<file path="config.mk">
export PLATFORM = sky130hd
export DESIGN_NAME = gcd_mul
export DESIGN_NICKNAME = d
export VERILOG_FILES = /design/src/hw/rtl/gcd_mul.sv
export SDC_FILE = /design/constraint.sdc
export NUM_CORES = 2
export LEC_CHECK = 0
export ABC_AREA = 1
export BUFFER_PORTS_ARGS = -buffer_cell sky130_fd_sc_hd__buf_2
export CAP_MARGIN = 20
export CORE_MARGIN = 1.5
export CORE_UTILIZATION = 60
export DETAILED_ROUTE_END_ITERATION = 10
export HOLD_SLACK_MARGIN = 0.08
export PLACE_DENSITY = 0.77
export SLEW_MARGIN = 20
export SYNTH_ARGS = -nofsm -noshare
export SYNTH_HDL_FRONTEND = slang
export SYNTH_SLANG_ARGS = --single-unit
</file>
<file path="constraint.sdc">
create_clock -name clk -period 16.65 [get_ports clk]
set_input_delay 2.4975 -clock clk [delete_from_list [all_inputs] [get_ports clk]]
set_output_delay 2.4975 -clock clk [all_outputs]
set_load 0.01 [all_outputs]
</file>
<file path="src/hw/rtl/gcd_mul.sv">
// Pipelined signed multiplier with rounding shift (half away from zero).
// Splits the magnitudes into halves so that no single product is wide.
// No package dependencies.
`timescale 1ns / 1ps

module gcd_mul #(
    parameter int W  = 34,
    parameter int S  = 30,
    parameter int OW = 34
) (
    input  logic                 clk,
    input  logic signed [W-1:0]  a,
    input  logic signed [W-1:0]  b,
    output logic signed [OW-1:0] p
);

    localparam int LW = (W + 1) / 2;
    localparam int HW = W - LW;
    localparam int SW = 2 * W + 1;
    localparam logic [SW-1:0] RND = SW'(1) << (S - 1);

    logic [2:0]        neg_reg;
    logic [W-1:0]      ma_reg;
    logic [W-1:0]      mb_reg;
    logic [2*LW-1:0]   ll_reg;
    logic [W-1:0]      lh_reg;
    logic [W-1:0]      hl_reg;
    logic [2*HW-1:0]   hh_reg;
    logic [SW-1:0]     sum_reg;
    logic signed [OW-1:0] p_reg;
    logic [SW-1:0]     shifted;
    logic [OW-1:0]     mag;
    logic signed [OW-1:0] p_next;

    always_ff @(posedge clk)
    begin
        neg_reg <= {neg_reg[1:0], a[W-1] ^ b[W-1]};
        ma_reg  <= a[W-1] ? W'(-a) : W'(a);
        mb_reg  <= b[W-1] ? W'(-b) : W'(b);
        ll_reg  <= ma_reg[LW-1:0] * mb_reg[LW-1:0];
        lh_reg  <= ma_reg[LW-1:0] * mb_reg[W-1:LW];
        hl_reg  <= ma_reg[W-1:LW] * mb_reg[LW-1:0];
        hh_reg  <= ma_reg[W-1:LW] * mb_reg[W-1:LW];
        sum_reg <= SW'(ll_reg) + (SW'(lh_reg) << LW) + (SW'(hl_reg) << LW)
                   + (SW'(hh_reg) << (2 * LW)) + RND;
        p_reg   <= p_next;
    end

    always_comb
    begin
        shifted = sum_reg >> S;
        mag     = shifted[OW-1:0];
        p_next  = neg_reg[2] ? -signed'(mag) : signed'(mag);
    end

    assign p = p_reg;

endmodule

</file>
### Word level (Yosys, flattened, before mapping)

Cells that the tools add are included.

| word-level totals | value |
|---|---|
| register bits after elaboration | 301 |
| bits in latches | 0 |
| RAM bits | 0 |
| bits in read-only memories | 0 |
| input bits | 69 |
| output and inout bits | 34 |
| logic and storage cells | 26 |
| memories | 0 |

| cells by class | value |
|---|---|
| add/sub/neg operators | 7 |
| $mul | 4 |
| div/mod/pow operators | 0 |
| order comparisons | 0 |
| equality and inequality tests | 0 |
| shift operators | 0 |
| multiplexer cells | 3 |
| bitwise gates (word level) | 1 |
| reduce and logical (&&, ||, !) cells | 0 |

Operator list:

| operator | number |
|---|---|
| $mul 17x17->34 | 3 |
| $neg 34->34 | 3 |
| $mux 33 | 2 |
| $add 53x64->64 | 1 |
| $add 64x30->64 const B | 1 |
| $add 52x51->53 | 1 |
| $add 34x51->52 | 1 |
| $mux 34 | 1 |
| $mul 17x17->30 | 1 |
| $xor 1x1->1 | 1 |

### Logic depth before layout (Yosys ltp)

| depth | value |
|---|---|
| depth after elaboration | 4 |
| gate-level depth with buffers | 28 |
| gate-level depth less buffers | 26 |

### Worst setup path after synthesis

Ideal clock, no wire load.

| timing path | value |
|---|---|
| path type | reg2reg |
| start point | register ma_reg[10] |
| end point | register lh_reg[32] |
| arrival time | 5,178 ps |
| data required time | 16,538 ps |
| slack | 11,360 ps |
| cell stages (with the launch flop) | 25 |
| clock period less this slack | 5,290 ps |
| cell sequence | dfxtp_1 > clkbuf_1 > clkbuf_1 > nand2_1 > fa_1 > fa_1 > inv_1 > fa_1 > inv_1 > fa_1 > inv_1 > fa_1 > inv_1 > fa_1 > inv_1 > ha_1 > nand2_1 > nor2_1 > nand2_1 > inv_1 > nand2_1 > nand3_1 > nand3_1 > nand3_1 > nand2_1 |

| between the ends | value |
|---|---|
| cells in the longest elaborated chain, start to end | 1 |

RTL lines:

| what | RTL line | RTL |
|---|---|---|
| from (decl) | 23 | `logic [W-1:0] ma_reg;` |
| from (signal assigned) | 38 | `ma_reg <= a[W-1] ? W'(-a) : W'(a);` |
| $mul 17x17->34 | 41 | `lh_reg <= ma_reg[LW-1:0] * mb_reg[W-1:LW];` |
| to (signal assigned) | 41 |  |
| to (decl) | 26 | `logic [W-1:0] lh_reg;` |

No other way between the ends.
A chain may end at the register's enable or synchronous reset.

### Worst setup path after layout

| timing path | value |
|---|---|
| start point | register ma_reg[8] |
| end point | register ll_reg[27] |

| between the ends | value |
|---|---|
| cells in the longest elaborated chain, start to end | 1 |

RTL lines:

| what | RTL line | RTL |
|---|---|---|
| $mul 17x17->34 | 40 | `ll_reg <= ma_reg[LW-1:0] * mb_reg[LW-1:0];` |
| to (signal assigned) | 40 |  |
| to (decl) | 25 | `logic [2*LW-1:0] ll_reg;` |

No other way between the ends.

==> flow_metrics.py <==
metrics = {
    "place": {
        "portBuffers": 102,
        "gp_congestion": 0.9816,
        "dp.final_hpwl_mm": 111.0,
        "dp_slack_ps": 10630,
        "place_area_um2": 53080,
    },
    "critical_path": {
        "r2r_start": "ma_reg[8]$_DFF_P_",
        "crit_path_end": "ll_reg[27]$_DFF_P_",
        "r2r_end": "ll_reg[27]$_DFF_P_",
        "start_kind": "register",
        "cp_data_required_time_ps": 17150,
        "crit_path_end_kind": "register",
        "r2r_slack_ps": 10520,
        "worstPathMaxFanout": 34,
        "reg2reg_depth": 18,
        "worstSetupStartpoint": "ma_reg[8]$_DFF_P_",
        "critPathKind": "reg2reg",
        "crit_arrival_ps": 6630,
    },
    "drt": {
        "drt_first_pass_iters": 8,
        "via_per_inst": 5.340,
        "routed_wl_mm": 142.9,
        "drt_iter0_markers": 3529,
        "via_count": 42836,
        "wl_per_cell_um": 17.81,
        "drtAntennaViolNets": 0,
        "post-route-drc-count": 0,
    },
    "global_routing": {
        "grt_pass1_vias": 45382,
        "grt_max_degree": 35,
        "antenna_found_initial": 1,
        "grt.total_usage_pct": 33.62,
        "overflow": 0,
        "grt_pass1_wl_mm": 235.3,
    },
    "cts": {
        "h-tree-depth": 1,
        "cts_resized": 0,
        "cts_hold_repair.buffers": 0,
        "cts_buffers": 31,
        "cts_setup_buffers": 0,
        "clock_sinks": 254,
        "root_buffer": "clkbuf_16",
        "cts_tree": "built",
        "clock_latency_ps": 620,
        "clockBufferDepth": 3,
        "clk_pin_slew_ps": 60,
    },
    "die": {
        "die_area_um2": 88050,
        "die_height_um": 296.7,
        "start_util_pct": 60.71,
        "io_pins": 103,
        "core_region_area_um2": 85280,
        "die_w_um": 296.7,
        "placementRows": 107,
    },
    "final_layout": {
        "fin_area_um2": 54180,
        "seqCellArea_um2": 5104,
        "nets": 8323,
        "drive_gt1_share_pct": 4.405,
        "syn2layout_area_growth_pct": 4.648,
        "antennaDiodeCount": 0,
        "multiInputGateArea_um2": 38280,
        "nFillCells": 7472,
    },
    "timing": {
        "finalSetupTns_ps": 0,
        "finalMaxSlewViolations": 0,
        "fin_crit_sh_pct": 36.85,
        "rsz0062_at_grt": "no",
        "fin_crit_ps": 6135,
        "setup_ws_ps": 10520,
        "holdWs_ps": 324.8,
        "tightest_slew_ps": 1036,
        "setup_violations": 0,
        "relSlewSlack_pct": 30.91,
        "final-hold-violation-count": 0,
        "fmax_ghz": 0.1630,
        "fin_skew_ps": 20.97,
    },
    "synthesis": {
        "ys_top_cells_by_count": "1937 x inv_1, 1840 x nand2_1, 922 x fa_1",
        "ys_types": 49,
        "synthTopCellsByArea": "fa_1 36%, inv_1 14%, nand2_1 13%",
        "synthFlopType": "dfxtp_1",
        "ys_warn_count": 0,
        "muxShareOfSynthArea_pct": 0,
        "synth_top_cell_by_area": "fa_1",
        "syn-num-nets": 8413,
        "syn_area_um2": 51770,
        "synth_most_common_cell": "inv_1",
        "synth_fa_ha_area_share_pct": 47.23,
        "yosysTopAreaCellShare_pct": 35.65,
        "synth_compound_area_share_pct": 4.239,
        "seq_area_frac_synth_pct": 9.822,
        "synth-seq-cells": 254,
        "synth_top_family_by_area": "adder cells",
        "synth_xor_area_share_pct": 3.231,
        "synthCells": 6943,
        "avgSynthCellArea_um2": 7.456,
        "yosys.area_share.simple_pct": 19.25,
        "ys_async_sr_fraction_pct": 0,
        "synth_edf_count": 0,
    },
    "flow_run": {
        "cap_violations": 0,
    },
    "min_path": {
        "hold_class": "reg2reg",
    },
    "outcome": {
        "status": "complete, no violations",
    },
}
routing by layer:
layer  track usage (%)  share of wire, %
met3             8.068                11
met4             13.04               4.6
met5                 0            0.0091
met2             52.55                43
met1             45.22                41
through the flow:
stage,utilization [%],cells
after detailed placement,62.25,7964
after CTS,63.53,8022
after global routing,63.53,8022
final,63.53,8022
after global placement,62.25,7964
after floorplan,-,6943
cells by family after synthesis:
kind of cell / Yosys count
fa+ha+maj: 1401
xor+xnor: 191
buf+inv: 2237
compound gates: 393
flops: 254
simple gates: 2467
critical path, cell delays in order (launching register included):
cell	delay (ps)
dfxtp_2	980
nand2_1	200
fa_1	560
inv_1	50
fa_1	480
fa_1	570
fa_1	440
fa_1	490
inv_1	50
fa_1	530
inv_1	70
ha_1	390
nand2_1	160
inv_1	50
a21boi_0	310
o21ai_1	140
a21oi_1	150
nand2_1	90
xor2_1	280
cells in the final DEF (no fill, tap or decap), types with 102 or more instances in the layout:
cell,n
inv_1,1937
nand2_1,1840
fa_1,922
ha_1,479
nor2_1,317
dfxtp_1,239
a21oi_1,166
nand3_1,143
xor2_1,136
o21ai_0,103
buf_2,102
worst min path at each step:
stage / end / startpoint / cells past startpoint / slack (ps)
2_1_floorplan: neg_reg[1]$_DFF_P_ / neg_reg[0]$_DFF_P_ / 0 / 310
3_5_place_dp: neg_reg[2]$_DFF_P_ / neg_reg[1]$_DFF_P_ / 0 / 310
4_1_cts: neg_reg[2]$_DFF_P_ / neg_reg[1]$_DFF_P_ / 0 / 330
5_1_grt: neg_reg[2]$_DFF_P_ / neg_reg[1]$_DFF_P_ / 0 / 340
6_report: neg_reg[2]$_DFF_P_ / neg_reg[1]$_DFF_P_ / 0 / 320
3_3_place_gp: neg_reg[2]$_DFF_P_ / neg_reg[1]$_DFF_P_ / 0 / 310
layout make-up:
cell class | count | area share, %
Multi-Input combinational cell | 4452 | 70.66
Inverter | 1958 | 13.57
Sequential cell | 254 | 9.421
Tap cell | 1144 | 2.642
Timing Repair Buffer | 156 | 1.691
Clock buffer | 34 | 1.490
Clock inverter | 24 | 0.5266
Power is not shown: default switching activity piles up to over one toggle a cycle in this logic, so the estimate is an artifact.
